`src/rtl/aabb_pkg.sv`:
```
`timescale 1ns / 1ps

package aabb_pkg;

	// Field widths of the box coordinates and the matrix coefficients.
	localparam int COORD_W    = 32;
	localparam int COEF_W     = 16;
	localparam int AXES       = 3;
	localparam int OFFS_W     = 32;
	localparam int ROW_W      = AXES * COEF_W;

	// A coordinate times a coefficient is exact in PROD_W bits; three of them in SUM_W.
	localparam int PROD_W     = COORD_W + COEF_W;
	localparam int SUM_W      = PROD_W + 2;

	// Rounding from Q20.28 to Q16.16: nearest, ties toward plus infinity.
	localparam int FRAC_SHIFT = 12;
	localparam int ROUND_HALF = 1 << (FRAC_SHIFT - 1);

	// Stream payload width: six coordinates, already a whole number of bytes.
	localparam int BOX_W      = 2 * AXES * COORD_W;

	// Configuration port.
	localparam int CFG_IDX_W  = 3;
	localparam int CFG_DATA_W = ROW_W;

	localparam logic [CFG_IDX_W-1:0] REG_ROW_X    = 3'd0;
	localparam logic [CFG_IDX_W-1:0] REG_ROW_Y    = 3'd1;
	localparam logic [CFG_IDX_W-1:0] REG_ROW_Z    = 3'd2;
	localparam logic [CFG_IDX_W-1:0] REG_OFFSET_X = 3'd3;
	localparam logic [CFG_IDX_W-1:0] REG_OFFSET_Y = 3'd4;
	localparam logic [CFG_IDX_W-1:0] REG_OFFSET_Z = 3'd5;

	// Identity coefficient, 1.0 in Q4.12.
	localparam logic [COEF_W-1:0] COEF_ONE = 16'h1000;

	typedef logic signed [COORD_W-1:0] coord_t;
	typedef logic signed [COEF_W-1:0]  coef_t;
	typedef logic signed [PROD_W-1:0]  prod_t;
	typedef logic signed [SUM_W-1:0]   sum_t;

	// Matrix rows (input axis) of packed coefficients (output axis in 16-bit slots),
	// plus the translation row.
	typedef struct packed {
		logic [AXES-1:0][ROW_W-1:0]  row;
		logic [AXES-1:0][OFFS_W-1:0] offs;
	} cfg_t;

endpackage

```
`src/rtl/aabb_red.sv`:
```
`timescale 1ns / 1ps

module aabb_red (
	input  logic                 clk,
	input  logic                 arst_n,
	input  logic                 in_valid,
	output logic                 in_ready,
	input  aabb_pkg::prod_t      p_lo [aabb_pkg::AXES][aabb_pkg::AXES],
	input  aabb_pkg::prod_t      p_hi [aabb_pkg::AXES][aabb_pkg::AXES],
	output logic                 out_valid,
	input  logic                 out_ready,
	output aabb_pkg::sum_t       s_min [aabb_pkg::AXES],
	output aabb_pkg::sum_t       s_max [aabb_pkg::AXES]
);
	import aabb_pkg::*;

	logic  valid_s2;
	logic  valid_s3;
	logic  en_s2;
	logic  en_s3;
	prod_t tmin_s2 [AXES][AXES];
	prod_t tmax_s2 [AXES][AXES];
	sum_t  smin_s3 [AXES];
	sum_t  smax_s3 [AXES];

	// Each stage moves when it is empty or the stage after it moves.
	assign en_s3     = !valid_s3 || out_ready;
	assign en_s2     = !valid_s2 || en_s3;
	assign in_ready  = en_s2;
	assign out_valid = valid_s3;
	assign s_min     = smin_s3;
	assign s_max     = smax_s3;

	always_ff @(posedge clk or negedge arst_n) begin
		if (!arst_n) begin
			valid_s2 <= 1'b0;
			valid_s3 <= 1'b0;
		end else begin
			if (en_s2) begin
				valid_s2 <= in_valid;
			end
			if (en_s3) begin
				valid_s3 <= valid_s2;
			end
		end
	end

	// The sum is linear, so each term reaches its extreme independently of the others.
	always_ff @(posedge clk) begin
		if (in_valid && en_s2) begin
			for (int a = 0; a < AXES; a++) begin
				for (int i = 0; i < AXES; i++) begin
					if (p_lo[a][i] < p_hi[a][i]) begin
						tmin_s2[a][i] <= p_lo[a][i];
						tmax_s2[a][i] <= p_hi[a][i];
					end else begin
						tmin_s2[a][i] <= p_hi[a][i];
						tmax_s2[a][i] <= p_lo[a][i];
					end
				end
			end
		end
	end

	// Adding up the extreme terms gives the extreme over all eight corners.
	always_ff @(posedge clk) begin
		if (valid_s2 && en_s3) begin
			for (int a = 0; a < AXES; a++) begin
				smin_s3[a] <= sum_t'(tmin_s2[a][0]) + sum_t'(tmin_s2[a][1])
					+ sum_t'(tmin_s2[a][2]);
				smax_s3[a] <= sum_t'(tmax_s2[a][0]) + sum_t'(tmax_s2[a][1])
					+ sum_t'(tmax_s2[a][2]);
			end
		end
	end

endmodule

```
`config.mk`:
```
export PLATFORM = sky130hd
export DESIGN_NAME = aabb_red
export DESIGN_NICKNAME = d
export VERILOG_FILES = /design/src/rtl/aabb_pkg.sv /design/src/rtl/aabb_red.sv
export SDC_FILE = /design/constraint.sdc
export NUM_CORES = 2
export LEC_CHECK = 0
export ABC_AREA = 1
export BUFFER_PORTS_ARGS = -buffer_cell sky130_fd_sc_hd__buf_2
export CORE_AREA = 2 2 456 458
export DETAILED_ROUTE_END_ITERATION = 12
export DIE_AREA = 0 0 458 460
export HOLD_SLACK_MARGIN = 0.05
export PLACE_DENSITY = 0.66
export SETUP_SLACK_MARGIN = 0.4
export SYNTH_ARGS = -nofsm -noshare
export SYNTH_HDL_FRONTEND = slang
export SYNTH_SLANG_ARGS = --single-unit
```
`constraint.sdc`:
```
create_clock -name clk -period 33 [get_ports clk]
set_input_delay 6.6 -clock clk [delete_from_list [all_inputs] [get_ports clk]]
set_output_delay 6.6 -clock clk [all_outputs]
set_load 0.02 [all_outputs]
```
-- Yosys cells after proc, flatten, opt, wreduce, memory -nomap -nowiden
Memory sizes are Yosys's and may differ from the RTL's.
Index checks and enable logic that the tools add are counted.
- order comparisons: 9
- $add $sub $neg: 12
- reductions and logical operators: 6
- muxes and demuxes: 72
- bitwise operators: 18
- operators with widths (operator ; number):
    $mux W48 ; 18
    $lt A48 B48 Y1 ; 9
    $add A49 B48 Y50 ; 6
    $add A48 B48 Y49 ; 6
    $mux W1 ; 54
    $or A1 B1 Y1 ; 18
    $logic_and A1 B1 Y1 ; 2
    $logic_not A1 Y1 ; 2
    $logic_or A1 B1 Y1 ; 2
- memory bits (writable): 864
- memories kept: 2
- logic and storage cells: 127
- bits in registers: 302
- memories (memory ; words ; bits a word ; read ports ; clocked after memory_dff ; wr ports ; line ; source):
    tmax_s2 ; 3 ; 144 ; 3 ; 0 ; 3 ; aabb_red.sv:22 ; prod_t tmax_s2 [AXES][AXES];
    tmin_s2 ; 3 ; 144 ; 3 ; 0 ; 3 ; aabb_red.sv:21 ; prod_t tmin_s2 [AXES][AXES];

-- Depth between registers and ports, before layout
- depth after elaboration: 7
- gate-level depth with buffers: 19

-- Least setup slack after synthesis
OpenSTA, ideal clock, no wires.
- kind: input -> register
- start point: in out_ready
- end point: mem tmax_s2[0][0] in the netlist's numbering (enable)
- path buffers: 2
- stages on the path: 6
- arrival time: 30.757 ns
- data required time: 31.434 ns
- library setup time: 1.566 ns
- setup slack: 0.677 ns
- cells stage by stage: inv_1 > nand3_1 > nand2_1 > clkinv_2 > buf_2 > clkbuf_1
- RTL lines (what ; line ; source):
    start, declared ; aabb_red.sv:11 ; input logic out_ready,
    end, declared ; aabb_red.sv:22 ;

-- Worst setup path in the final report
- start point: in out_ready
- end point: out in_ready
- longest elaborated chain between the ends: 2
- ends and longest elaborated chain (what ; line ; source):
    $logic_or A1 B1 Y1 ; aabb_red.sv:27 ; assign en_s3 = !valid_s3 || out_ready;
    $logic_or A1 B1 Y1 ; aabb_red.sv:28 ; assign en_s2 = !valid_s2 || en_s3;
    end, declared ; aabb_red.sv:7 ; output logic in_ready,
No other way between the ends.

==> flow_summary.yaml <==
min_path:
  hold_path.class: "reg -> reg"
global_routing:
  grt_pass1_wl_um: 546000
  grt_pass1_vias: 75590
  grt_max_degree: 208
  grt-ovfl-total: 0
  antenna_found_initial: 151
  grt_use_total_pct: 36.38
synth:
  ys_seq_area_share_pct: 40.80
  ys.warnings.count: 0
  synthAdderAreaFrac_pct: 17.23
  syn_area_per_cell_um2: 8.513
  synth_edf_count: 1164
  synth_compound_area_share_pct: 6.957
  synth.area.mux_share_pct: 0
  syn_inst: 10080
  synth_cell_types: 36
  synth_ff_type: "edfxtp_1"
  synth_top_family_by_area: "simple AND/OR/NAND/NOR gates"
  synth_nets: 11950
  synth_seq_cells: 1166
  yosys.area_share.xor_xnor_pct: 2.246
  synth-simple-area-share_pct: 26.00
  synth_area_um2: 85780
  ys_async_sr_fraction_pct: 0.1715
floorplan:
  dieHeight_um: 460
  initial_core_util_pct: 41.64
  io_pins: 1170
  rows: 167
  dieArea_um2: 210700
  core_area_um2: 206000
  die_w_um: 458
setup_path:
  required_ps: 26400
  crit_fanout: 3
  cp-start-kind: "input port"
  critPathKind: "in -> out"
  critPathTopFamily: "buffers and inverters"
  cp.arrival_ps: 7120
  crit_top_cell: "buf_2"
  worst-path-buf-inv: 3
  crit_chain: "buf_2, inv_1, nand3_1, buf_2"
  endpoint_kind: "output pin"
  slowest_stage: "buf_2"
  cpPeakStageDelay_ps: 180
routing:
  routedWlPerCell_um: 28.29
  final_antenna_net_count: 0
  drtPass1Iterations: 8
  viasPerCell: 5.866
  drtIter0Drc: 10740
  finalWirelength_um: 395400
  drc: 0
  vias: 82000
outcome:
  status: "finished, final reports clean"
placement:
  gp_routability_congestion: 1.065
  placed_cells: 13630
  port_buffers: 1169
  hpwl_um: 323900
  post-place-ws_ps: 19280
clock_tree:
  ctsHoldBuffers: 0
  worstSkewPairLatency_ps: 830
  postCtsSetupRepairBufs: 0
  cts.clk_slew.worst_paths_ps: 60
  root_buffer: "clkbuf_16"
  h-tree-depth: 4
  cts_resized: 0
  cts_tree: "built"
  cts_buffer_depth: 3
  numCtsBuffers: 138
  cts.sinks: 1166
power:
  combPwrFrac_pct: 47.0
  p_clk_share_pct: 21.8
  p_leak_nw: 45.34
  max-vdd-ir-drop_v: 0.00005616
  p_seq_share_pct: 31.2
  switchingPower_mw: 3.326
  p_int_mw: 3.897
  switching_share_pct: 46.05
  powerDensity_nw_per_um2: 73.22
cells_and_area:
  final_cells: 13980
  syn2layout_area_growth_pct: 14.98
  fillers: 19940
  nNetsFinal: 12940
  post_route_cells_drive_above_1_share_pct: 13.01
timing:
  setup_viol: 0
  setup-tns-final_ps: 0
  slew_viol_final: 0
  max_slew.worst_pin.slew_ps: 1246
  fmax_mhz: 72.90
  relSlewSlack_pct: 16.93
  rsz0062_at_grt: "false"
  skew_ps: 29.60
  fin_crit_ps: 13720
  post-route-period-util_pct: 41.57
  setup_slack_ps: 19280
  hold_viol: 0
run:
  cap_violations: 0
-- layout make-up --
type	count	area [um^2]	area share, %
Timing Repair Buffer	1218	6256	6.342
Clock buffer	163	3568	3.618
Inverter	1075	4051	4.107
Clock inverter	87	960.9	0.9742
Tap cell	2704	3383	3.430
Multi-Input combinational cell	7470	45170	45.80
Sequential cell	1166	35000	35.49
Antenna cell	96	240.2	0.2435
-- worst register-to-register path: cells and delay by family (launching register included) --
kind / cells / cell delay (ps)
buf+inv: 6 / 4900
simple gates: 4 / 780
flops: 1 / 430
-- metrics by stage --
| step | instance area (um^2) | total power, mW | utilization, % | hold WS, ps |
|---|---|---|---|---|
| 2_1_floorplan | 85780 | 4.175 | - | 447.1 |
| 3_3_place_gp | 93870 | 5.561 | 45.56 | 486.7 |
| 3_5_place_dp | 93870 | 5.571 | 45.56 | 524.7 |
| 4_1_cts | 98400 | 7.153 | 47.76 | 541.5 |
| 5_1_grt | 98530 | 7.508 | 47.82 | 568.9 |
| 6_report | 98640 | 7.223 | 47.88 | 542.8 |
-- cells in the final DEF, fill, tap and decap left out, drive strengths merged --
master and count:
nor3b 2, nor4 31, clkinvlp 7, nand4 930, o211ai 22, ha 711
o21bai 31, diode 96, xor2 151, o311ai 6, bufinv 14, and3 1
clkbuf 163, nor2 752, a31oi 70, buf 1218, o21a 41, xnor2 69
a21boi 20, nand2 3111, a21o 45, fa 294, and2 10, inv 1088
edfxtp 1164, a211oi 4, nand3 262, dfrtp 2, nor3 57, clkinv 53
a21oi 558, o21ai 292
-- logic make-up (layout without fill, tap and decap cells) --
group / after synthesis / after routing
flops: 1166 / 1166
fa+ha+maj: 1005 / 1005
xor+xnor: 220 / 220
compound gates: 1089 / 1089
other cells: 0 / 96
buf+inv: 1441 / 2543
simple gates: 5156 / 5156
-- final timing paths --
| path | slack [ps] | cells past startpoint | to | startpoint |
|---|---|---|---|---|
| worst min-delay path | 540 | 2 | out_valid | valid_s2 |
| worst min register to register | 540 | 2 | out_valid | valid_s2 |
| worst max register to register | 26750 | 10 | tmin_s2[0][19] | out_valid |
| max in group asynchronous | 27350 | 1 | out_valid | arst_n |
| worst max-delay path | 19280 | 4 | in_ready | out_ready |
| min in group asynchronous | 5560 | 1 | valid_s2 | arst_n |
-- per-layer routing --
| metal | track usage (%) | routed length (um) |
|---|---|---|
| met1 | 45.99 | 150800 |
| met2 | 54.70 | 170900 |
| met3 | 8.943 | 41600 |
| met4 | 25.35 | 31630 |
| met5 | 0 | 472 |
-- synth_stat cells, types with 6 or more instances --
cell type	n	area share, %
a21boi_0	20	0.18
a21o_1	45	0.39
a21oi_1	558	3.3
a31oi_1	70	0.51
and2_0	6	0.044
buf_1	58	0.25
buf_2	139	0.81
buf_4	30	0.26
buf_6	14	0.18
clkbuf_1	125	0.55
edfxtp_1	1164	41
fa_1	294	6.9
ha_1	711	10
inv_1	1074	4.7
nand2_1	3103	14
nand2_2	8	0.058
nand3_1	244	1.4
nand3_2	18	0.21
nand4_1	930	6.8
nor2_1	752	3.3
nor3_1	57	0.33
nor4_1	31	0.23
o211ai_1	22	0.19
o21a_1	41	0.36
o21ai_0	286	1.7
o21ai_1	6	0.035
o21bai_1	31	0.27
o311ai_0	6	0.061
xnor2_1	69	0.70
xor2_1	151	1.5
-- flip-flops by register name, summed over array words and instances, names as in the netlist --
name and flops:
valid_s2 1, out_valid 1, tmin_s2 432, s_max 150, s_min 150, tmax_s2 432
-- power by group through the flow --
stage / Combinational, mW / Sequential (mW) / Clock [mW]
after floorplan: 1.69 / 2.48 / 0
after global placement: 3.28 / 2.28 / 0
after detailed placement: 3.29 / 2.28 / 0
after CTS: 3.31 / 2.25 / 1.59
after global routing: 3.60 / 2.27 / 1.64
final: 3.39 / 2.26 / 1.58
Power figures use the tool's default switching activity.
