## config.mk

```make
export PLATFORM = sky130hd
export DESIGN_NAME = aabb_out
export DESIGN_NICKNAME = d
export VERILOG_FILES = /design/src/rtl/aabb_pkg.sv /design/src/rtl/aabb_out.sv
export SDC_FILE = /design/constraint.sdc
export NUM_CORES = 1
export LEC_CHECK = 0
export ABC_CLOCK_PERIOD_IN_PS = 8700
export BUFFER_PORTS_ARGS = -buffer_cell sky130_fd_sc_hd__buf_2
export CORE_AREA = 2 2 286 288
export CTS_CLUSTER_SIZE = 30
export DETAILED_ROUTE_END_ITERATION = 16
export DIE_AREA = 0 0 288 290
export GPL_TIMING_DRIVEN = 0
export SLEW_MARGIN = 20
export SYNTH_ARGS = -nofsm -noshare
export SYNTH_HDL_FRONTEND = slang
export SYNTH_SLANG_ARGS = --single-unit
export TNS_END_PERCENT = 20
```

## constraint.sdc

```tcl
create_clock -name clk -period 8.7 [get_ports clk]
set_clock_uncertainty 0.05 [all_clocks]
set_input_delay 1.305 -clock clk [delete_from_list [all_inputs] [get_ports clk]]
set_output_delay 1.305 -clock clk [all_outputs]
set_load 0.05 [all_outputs]
```

## src/rtl/aabb_pkg.sv

```systemverilog
`timescale 1ns / 1ps

package aabb_pkg;

	// Field widths of the box coordinates and the matrix coefficients.
	localparam int COORD_W    = 32;
	localparam int COEF_W     = 16;
	localparam int AXES       = 3;
	localparam int OFFS_W     = 32;
	localparam int ROW_W      = AXES * COEF_W;

	// A coordinate times a coefficient is exact in PROD_W bits; three of them in SUM_W.
	localparam int PROD_W     = COORD_W + COEF_W;
	localparam int SUM_W      = PROD_W + 2;

	// Rounding from Q20.28 to Q16.16: nearest, ties toward plus infinity.
	localparam int FRAC_SHIFT = 12;
	localparam int ROUND_HALF = 1 << (FRAC_SHIFT - 1);

	// Stream payload width: six coordinates, already a whole number of bytes.
	localparam int BOX_W      = 2 * AXES * COORD_W;

	// Configuration port.
	localparam int CFG_IDX_W  = 3;
	localparam int CFG_DATA_W = ROW_W;

	localparam logic [CFG_IDX_W-1:0] REG_ROW_X    = 3'd0;
	localparam logic [CFG_IDX_W-1:0] REG_ROW_Y    = 3'd1;
	localparam logic [CFG_IDX_W-1:0] REG_ROW_Z    = 3'd2;
	localparam logic [CFG_IDX_W-1:0] REG_OFFSET_X = 3'd3;
	localparam logic [CFG_IDX_W-1:0] REG_OFFSET_Y = 3'd4;
	localparam logic [CFG_IDX_W-1:0] REG_OFFSET_Z = 3'd5;

	// Identity coefficient, 1.0 in Q4.12.
	localparam logic [COEF_W-1:0] COEF_ONE = 16'h1000;

	typedef logic signed [COORD_W-1:0] coord_t;
	typedef logic signed [COEF_W-1:0]  coef_t;
	typedef logic signed [PROD_W-1:0]  prod_t;
	typedef logic signed [SUM_W-1:0]   sum_t;

	// Matrix rows (input axis) of packed coefficients (output axis in 16-bit slots),
	// plus the translation row.
	typedef struct packed {
		logic [AXES-1:0][ROW_W-1:0]  row;
		logic [AXES-1:0][OFFS_W-1:0] offs;
	} cfg_t;

endpackage

```

## src/rtl/aabb_out.sv

```systemverilog
`timescale 1ns / 1ps

module aabb_out (
	input  logic                 clk,
	input  logic                 arst_n,
	input  logic                 in_valid,
	output logic                 in_ready,
	input  aabb_pkg::sum_t       s_min [aabb_pkg::AXES],
	input  aabb_pkg::sum_t       s_max [aabb_pkg::AXES],
	input  aabb_pkg::cfg_t       cfg,
	output logic                 out_valid,
	input  logic                 out_ready,
	output aabb_pkg::coord_t     o_min [aabb_pkg::AXES],
	output aabb_pkg::coord_t     o_max [aabb_pkg::AXES]
);
	import aabb_pkg::*;

	localparam sum_t SAT_HI = sum_t'({1'b0, {(COORD_W-1){1'b1}}});
	localparam sum_t SAT_LO = -SAT_HI - sum_t'(1);

	logic   valid_s4;
	coord_t omin_s4 [AXES];
	coord_t omax_s4 [AXES];

	// Round to Q16.16, add the translation, clamp to the 32-bit range.
	// Every step is monotone, so it maps the extreme sums to the extreme corners.
	function automatic coord_t finish(input sum_t s, input logic [OFFS_W-1:0] off);
		sum_t r;
		sum_t t;
		r = (s + sum_t'(ROUND_HALF)) >>> FRAC_SHIFT;
		t = r + sum_t'(coord_t'(off));
		if (t > SAT_HI) begin
			return SAT_HI[COORD_W-1:0];
		end else if (t < SAT_LO) begin
			return SAT_LO[COORD_W-1:0];
		end
		return t[COORD_W-1:0];
	endfunction

	assign in_ready  = !valid_s4 || out_ready;
	assign out_valid = valid_s4;
	assign o_min     = omin_s4;
	assign o_max     = omax_s4;

	always_ff @(posedge clk or negedge arst_n) begin
		if (!arst_n) begin
			valid_s4 <= 1'b0;
		end else if (in_ready) begin
			valid_s4 <= in_valid;
		end
	end

	always_ff @(posedge clk) begin
		if (in_valid && in_ready) begin
			for (int a = 0; a < AXES; a++) begin
				omin_s4[a] <= finish(s_min[a], cfg.offs[a]);
				omax_s4[a] <= finish(s_max[a], cfg.offs[a]);
			end
		end
	end

endmodule
```

# Yosys cells after proc, flatten, opt, wreduce, memory -nomap -nowiden
# Cells that the tools add are included.
# classes
n_lt_le_gt_ge,12
n_reduce_logical,3
mux,36
addsub,12
# ops
op,n
$mux W32,18
$add A50 B13 Y50 const B,6
$add A38 B32 Y39,6
$gt A39 B32 Y1 const B,6
$lt A39 B32 Y1 const B,6
$mux W1,18
$logic_and A1 B1 Y1,1
$logic_not A1 Y1,1
$logic_or A1 B1 Y1,1
# word_totals
word_cells,70
out_inout_bits,194
ff_bits,193

# Depth between registers and ports, before layout
# Gate-level depths: netlist of run 1.
# logic_depth
ltp_word,7
depth_mapped,23
ltp_nobuf,21

# Worst setup path after synthesis of run 1
# Ideal clock, no wire load.
# synth_path
path_kind,input-to-reg
from,input port out_ready
to,"register omax_s4, in the netlist o_max[0], enable pin"
setup_ps,575
path_stages,2
path_buffers,0
required_ps,8075
path_slack_ps,1861
t_arrival_ps,6214
path_cell_list,nand2b_1 and2_1
# synth_between
elab_chain_len,2
# synth_rtl
element,line,source
from (decl),aabb_out.sv:12,"input logic out_ready,"
$logic_or A1 B1 Y1,aabb_out.sv:40,assign in_ready = !valid_s4 || out_ready;
$logic_and A1 B1 Y1,aabb_out.sv:54,if (in_valid && in_ready) begin
"to (signal, indexed assignment)",aabb_out.sv:57,"omax_s4[a] <= finish(s_max[a], cfg.offs[a]);"
to (decl),aabb_out.sv:23,coord_t omax_s4 [AXES];
# Every way passes these cells.
# A chain may end at the register's enable or synchronous reset.

# Worst setup path after layout of run 1
# layout_path
from,input port s_min[63] in the netlist's numbering
to,"register omin_s4, in the netlist o_min[52] (data pin)"
# layout_between
elab_chain_len,7
elab_cells_between_ends,9
cone_classes,add/sub (2); order compare (2); mux (5)
# layout_rtl
element,line,source
from (decl),aabb_out.sv:8,"input aabb_pkg::sum_t s_min [aabb_pkg::AXES],"
$add A50 B13 Y50 (*),aabb_out.sv:30,r = (s + sum_t'(ROUND_HALF)) >>> FRAC_SHIFT;
$add A38 B32 Y39 (*),aabb_out.sv:31,t = r + sum_t'(coord_t'(off));
$lt A39 B32 Y1,aabb_out.sv:34,end else if (t < SAT_LO) begin
$mux W1,aabb_out.sv:34,
$mux W1,aabb_out.sv:32,if (t > SAT_HI) begin
$mux W1,aabb_out.sv:54,
$mux W32 (*),aabb_out.sv:37,return t[COORD_W-1:0];
"to (signal, indexed assignment)",aabb_out.sv:56,"omin_s4[a] <= finish(s_min[a], cfg.offs[a]);"
to (decl),aabb_out.sv:22,coord_t omin_s4 [AXES];
# Mark *: on every way between the ends. The rest lies on a longest branch, timed or not. The select of a mux whose other input is x is not followed.

==> results of run 1 <==
==> stage by stage <==
step	hold WS (ns)	setup slack [ns]	power, uW
5_1_grt	0.4699	1.314	4249
6_report	0.4826	1.898	4018
2_1_floorplan	0.9594	1.861	2551
4_1_cts	0.4563	2.003	4033
3_5_place_dp	0.4727	1.453	3150
3_3_place_gp	0.4476	-0.5279	3163
==> flip-flops by register name (all words and copies together), names as in the netlist <==
| name | flops |
|---|---|
| o_max | 96 |
| o_min | 96 |
| out_valid | 1 |
==> critical path, stage by stage <==
cell	delay (ns)
buf_2	0.12
nand4_1	0.28
nor4_1	0.87
nand2_1	0.17
nor2_1	0.22
nand4_1	0.24
nor2_1	0.33
nand3_1	0.14
xnor2_1	0.28
ha_1	0.39
nand2_1	0.17
nor3_1	0.07
a211oi_1	0.66
nand2_1	0.20
o311ai_1	0.35
nand4_1	0.16
o41ai_2	0.53
clkbuf_2	0.30
o21ai_0	0.19
==> cell families (layout without fill, tap and decap cells) <==
logic type,count (synthesis),in the layout,share of synthesized area
XOR/XNOR,424,424,0.1542
other,0,13,0
AO/OA/AOI/OAI,919,919,0.2416
adder cells (fa/ha/maj),270,270,0.1421
AND/OR/NAND/NOR,942,942,0.1919
buffers and inverters,173,736,0.02857
flip-flops,193,193,0.2404
multiplexers,3,3,0.001247
==> cells in the mapped netlist (20+ instances only) <==
library cell,count
nand2_1,270
o21ai_0,268
xnor2_1,267
ha_1,264
a21oi_1,243
edfxtp_1,192
nor2_1,192
xor2_1,157
a21o_1,145
nand3_1,139
nand4_1,90
clkbuf_1,81
inv_1,76
and3_1,70
nor3_1,36
and4_1,30
o211ai_1,29
nand2b_1,28
a31oi_1,26
o21a_1,26
o21bai_1,26
and2_1,23
nor2b_1,22
a211oi_1,20
==> power breakdown <==
part	switching (uW)	internal (uW)	total, uW
combinational	1320	655	1980
clock	469	391	860
sequential	29.1	1150	1180
total	1820	2200	4020
==> path summary, 6_finish.rpt <==
| check | cells past startpoint | slack, ns | to |
|---|---|---|---|
| worst max register to register | 4 | 6.88 | o_max[4] |
| worst min register to register | 2 | 0.48 | out_valid |
| min in group asynchronous | 1 | 0.50 | out_valid |
| max in group asynchronous | 1 | 8.01 | out_valid |
| worst min-delay path | 2 | 0.48 | out_valid |
| worst max-delay path | 19 | 1.90 | o_min[52] |
==> area by class of cell <==
type	count	area, um^2	share of cell area
Sequential cell	193	5791	0.2011
Multi-Input combinational cell	2558	17610	0.6115
Tap cell	1060	1326	0.04605
Timing Repair Buffer	531	2740	0.09515
Clock inverter	15	183.9	0.006387
Antenna cell	13	32.53	0.001130
Clock buffer	17	425.4	0.01477
Inverter	76	285.3	0.009906
Buffer	97	402.9	0.01399
==> layer usage <==
layer,track usage,wire length (um),part of all wire,up-vias
li1,-,-,-,11982
met1,0.2941,42220,0.45,11525
met2,0.3363,41360,0.44,894
met3,0.04631,7016,0.075,114
met4,0.07658,2592,0.028,16
met5,0,110,0.0012,-
==> qor.txt, run 1 <==
CP Data Arrival Time -> 6.96 ns
pin count of the biggest net entering global routing -> 54
Post-Layout Cell Count -> 4560
core area -> 80160 um^2
Setup Viol. Count Final -> 0
vias -> 24.53k
clock buffer count from CTS -> 17
Yosys cell types -> 80
vias in the first global route -> 23.26k
Worst Setup End Kind -> flip-flop
TNS Setup -> 0 ns
clk buf depth -> 2
Critical Path Start Type -> input port
RD Place Congestion -> 0.9698
die width -> 288 um
Worst-path clk slew -> 0.09 ns
Avg Cell Area, Syn -> 8.238 um^2
Pre-antenna DRT Iters -> 6
num ports -> 738
IO Port Bufs -> 527
vias per cell -> 5.380
H-tree Lvls -> 4
leading area contributor after synthesis -> edfxtp_1
post-route ant nets -> 0
Die H -> 290 um
worst skew pair latency -> 0.50 ns
row count -> 104
Net count, final -> 4288
syn_nets -> 3738
top cell type's share of synthesized area -> 0.2394
first-pass GRT wire length -> 138800 um
DP Wirelength -> 79370 um
share of layout cells above drive strength 1 -> 0.1758
max-cap check violation count -> 0
drt total wl -> 93300 um
fin. max-slew vios -> 0
minimum clock period -> 6.802 ns
Placed Area -> 28160 um^2
CTS tree -> built
most frequent cells in the layout -> 536 x buf_2, 270 x nand2_1, 268 x o21ai_0, 267 x xnor2_1, 264 x ha_1
Worst Tran Pin Value -> 0.9066 ns
fmax -> 147.0 MHz
DR WL/cell -> 20.46 um
relative slew slack -> 0.3900
Post-synth EDFFs -> 192
Fillers -> 8488
P&R area growth vs syn -> 19.56%
Root Driver -> clkbuf_16
crit path max fanout -> 10
Tcrit/Tclk final -> 0.7818
RSZ-0062 raised after global routing -> no
WP data required -> 8.86 ns
static leakage -> 0.01186 uW
status -> completed
RR Startpoint -> out_valid
Area contributors post-synth -> edfxtp_1 24%, ha_1 14%, xnor2_1 9.7%
TritonCTS Sinks -> 193
Design Area, Final -> 28800 um^2
Placed Cells -> 4515
pwr/cell area -> 139.5 nW/um^2
Synth Register Bits -> 193
die area -> 83520 um^2
source of the critical timing path -> s_min[63]
Hold Buf Count CTS -> 0
post-synthesis cell area -> 24090 um^2
initial antenna violation count -> 19
Starting Density -> 0.3005
commonest non-fill, non-tap cell in the layout -> buf_2
Min-Delay Path Class -> reg2reg
WS Path Type -> in2reg
hold path startpoint -> out_valid
Iter 0 DRT Violations -> 1876
post-cts gate resize count -> 0
ys flop type -> edfxtp_1
Synth warnings -> 0
Cells after Synth -> 2924
total grt overflow -> 0
Fin. Hold Viols -> 0
Worst IR Drop VDD -> 156.2 uV
Async SR Flop Fraction -> 0.005181
fin util -> 0.3593
Post-CTS Setup Bufs -> 0
sequential area share after synthesis -> 0.2404
Tot GR Track Use -> 0.2164
DRC viols -> 0
No activity file was read; power rests on OpenSTA's default activity.
==> run 2, diff against run 1 <==
Settings changed: ABC_CLOCK_PERIOD_IN_PS 8700 to 5600, CORE_AREA 2 2 286 288 to 2 2 284 286, DIE_AREA 0 0 288 290 to 0 0 286 288.
Clock period 8.7 ns to 5.6 ns, I/O delays scaled along.
==> qor.txt, run 2 (synthesized netlist as in run 1, its figures left out) <==
Min-Delay Path Class -> in2reg
minimum clock period -> 5.382 ns
Worst IR Drop VDD -> 221.3 uV
clk buf depth -> 2
DRC viols -> 0
fmax -> 185.8 MHz
post-route ant nets -> 0
DP Worst Slack -> -1.143 ns
TritonCTS Sinks -> 193
vias -> 24.73k
Root Driver -> clkbuf_16
clock buffer count from CTS -> 17
num ports -> 738
commonest non-fill, non-tap cell in the layout -> buf_2
first-pass GRT wire length -> 135900 um
Placed Cells -> 4515
DR WL/cell -> 20.36 um
Final WS setup -> 0.2177 ns
IO Port Bufs -> 527
Worst-path clk slew -> 0.10 ns
Post-Layout Cell Count -> 4573
die area -> 82370 um^2
Fin. Hold Viols -> 0
P&R area growth vs syn -> 21.20%
RD Place Congestion -> 0.9614
H-tree Lvls -> 4
pin count of the biggest net entering global routing -> 53
Critical Path Start Type -> input port
Overall Power -> 6296 uW
WS Path Type -> in2reg
Pre-antenna DRT Iters -> 5
Starting Density -> 0.3025
worst skew pair latency -> 0.50 ns
Setup Viol. Count Final -> 0
WP data required -> 5.78 ns
max-cap check violation count -> 0
DP Wirelength -> 78940 um
vias in the first global route -> 22.88k
Iter 0 DRT Violations -> 1939
Net count, final -> 4292
status -> completed
Die H -> 288 um
drt total wl -> 93120 um
RSZ-0062 raised after global routing -> yes
fin. max-slew vios -> 0
Tot GR Track Use -> 0.2161
row count -> 104
total grt overflow -> 0
worst reg2reg path depth -> 5
crit path max fanout -> 10
CTS tree -> built
static leakage -> 0.01207 uW
initial antenna violation count -> 31
Tcrit/Tclk final -> 0.9611
die width -> 286 um
vias per cell -> 5.407
Worst Setup End Kind -> flip-flop
Worst Tran Pin Value -> 0.6833 ns
most frequent cells in the layout -> 539 x buf_2, 270 x nand2_1, 264 x xnor2_1, 262 x ha_1, 242 x a21oi_1
CP Data Arrival Time -> 5.56 ns
pwr/cell area -> 215.7 nW/um^2
share of layout cells above drive strength 1 -> 0.1974
core area -> 79640 um^2
relative slew slack -> 0.5397
worst hold stages -> 2
-- run 2: changes by cell type in the layout (fill, tap and decap cells not counted), sizes merged --
cell         delta
clkinv          -2
dlygate4sd3     +1
buf            +15
inv             +2
diode           +9
clkbuf         -12
-- run 2: worst paths after layout --
| kind | startpoint | endpoint | slack [ns] |
|---|---|---|---|
| min reg2reg | out_valid | out_valid | 0.49 |
| max reg2reg | out_valid | o_max[80] | 3.39 |
| max | s_min[65] | o_min[34] | 0.22 |
| min in group asynchronous | arst_n | out_valid | 0.58 |
| max in group asynchronous | arst_n | out_valid | 4.84 |
| min | in_valid | out_valid | 0.49 |
-- run 2: where the power goes --
part / switching (uW) / internal, uW / total (uW)
clock network: 727 / 610 / 1340
logic: 2080 / 1050 / 3120
registers: 42.9 / 1790 / 1830
-- run 2: cell type report --
type | instances | area (um^2)
well taps | 1060 | 1326
multi-input cells | 2558 | 17890
inverters | 76 | 285.3
plain buffers | 91 | 429.2
fillers | 8427 | 50440
repair buffers | 541 | 2810
clock inverters | 15 | 180.2
clock buffers | 17 | 425.4
diodes | 22 | 55.05
flip-flops and latches | 193 | 5791
-- run 2: through the flow --
step	area, um^2	hold slack (ns)	util	TNS (ns)
6_report	29190	0.4855	0.3666	0
5_1_grt	29170	0.4595	0.3663	-0.03933
4_1_cts	28880	0.4305	0.3626	-0.003300
3_5_place_dp	28150	0.4774	0.3535	-109.04
3_3_place_gp	28050	0.4462	0.3523	-100.19
2_1_floorplan	24090	0.4944	-	0
-- run 2: critical path, cell delays in order --
cell,delay [ns]
buf_2,0.13
nand4_1,0.08
buf_4,0.18
nor4_4,0.36
nand2_1,0.13
nor2_1,0.19
nand4_1,0.23
nor2_2,0.24
buf_4,0.14
nand4_1,0.14
nor2_1,0.15
xor2_1,0.26
ha_1,0.34
nand2_1,0.15
o21ai_2,0.10
a21o_1,0.18
a21o_1,0.22
a211oi_1,0.27
a211oi_2,0.07
nand3_1,0.10
nand4_1,0.15
o41ai_4,0.40
buf_4,0.19
buf_6,0.13
o21ai_0,0.17
-- run 2: per-layer routing --
| layer | global-route usage | vias to the layer above | share of wire |
|---|---|---|---|
| met3 | 0.06006 | 151 | 0.085 |
| met4 | 0.08848 | 24 | 0.034 |
| li1 | - | 12026 | - |
| met2 | 0.3324 | 978 | 0.44 |
| met5 | 0 | - | 0.0016 |
| met1 | 0.2841 | 11546 | 0.44 |
-- run 2: timing repair --
action | CTS | global route
setup buffers | 4 | 5
endpoints found under the setup margin | 110 | 167
hold buffers | 1 | 0
hold endpoints to repair | 1 | 0
pin swaps | 2 | 8
gates resized for setup | 22 | 128
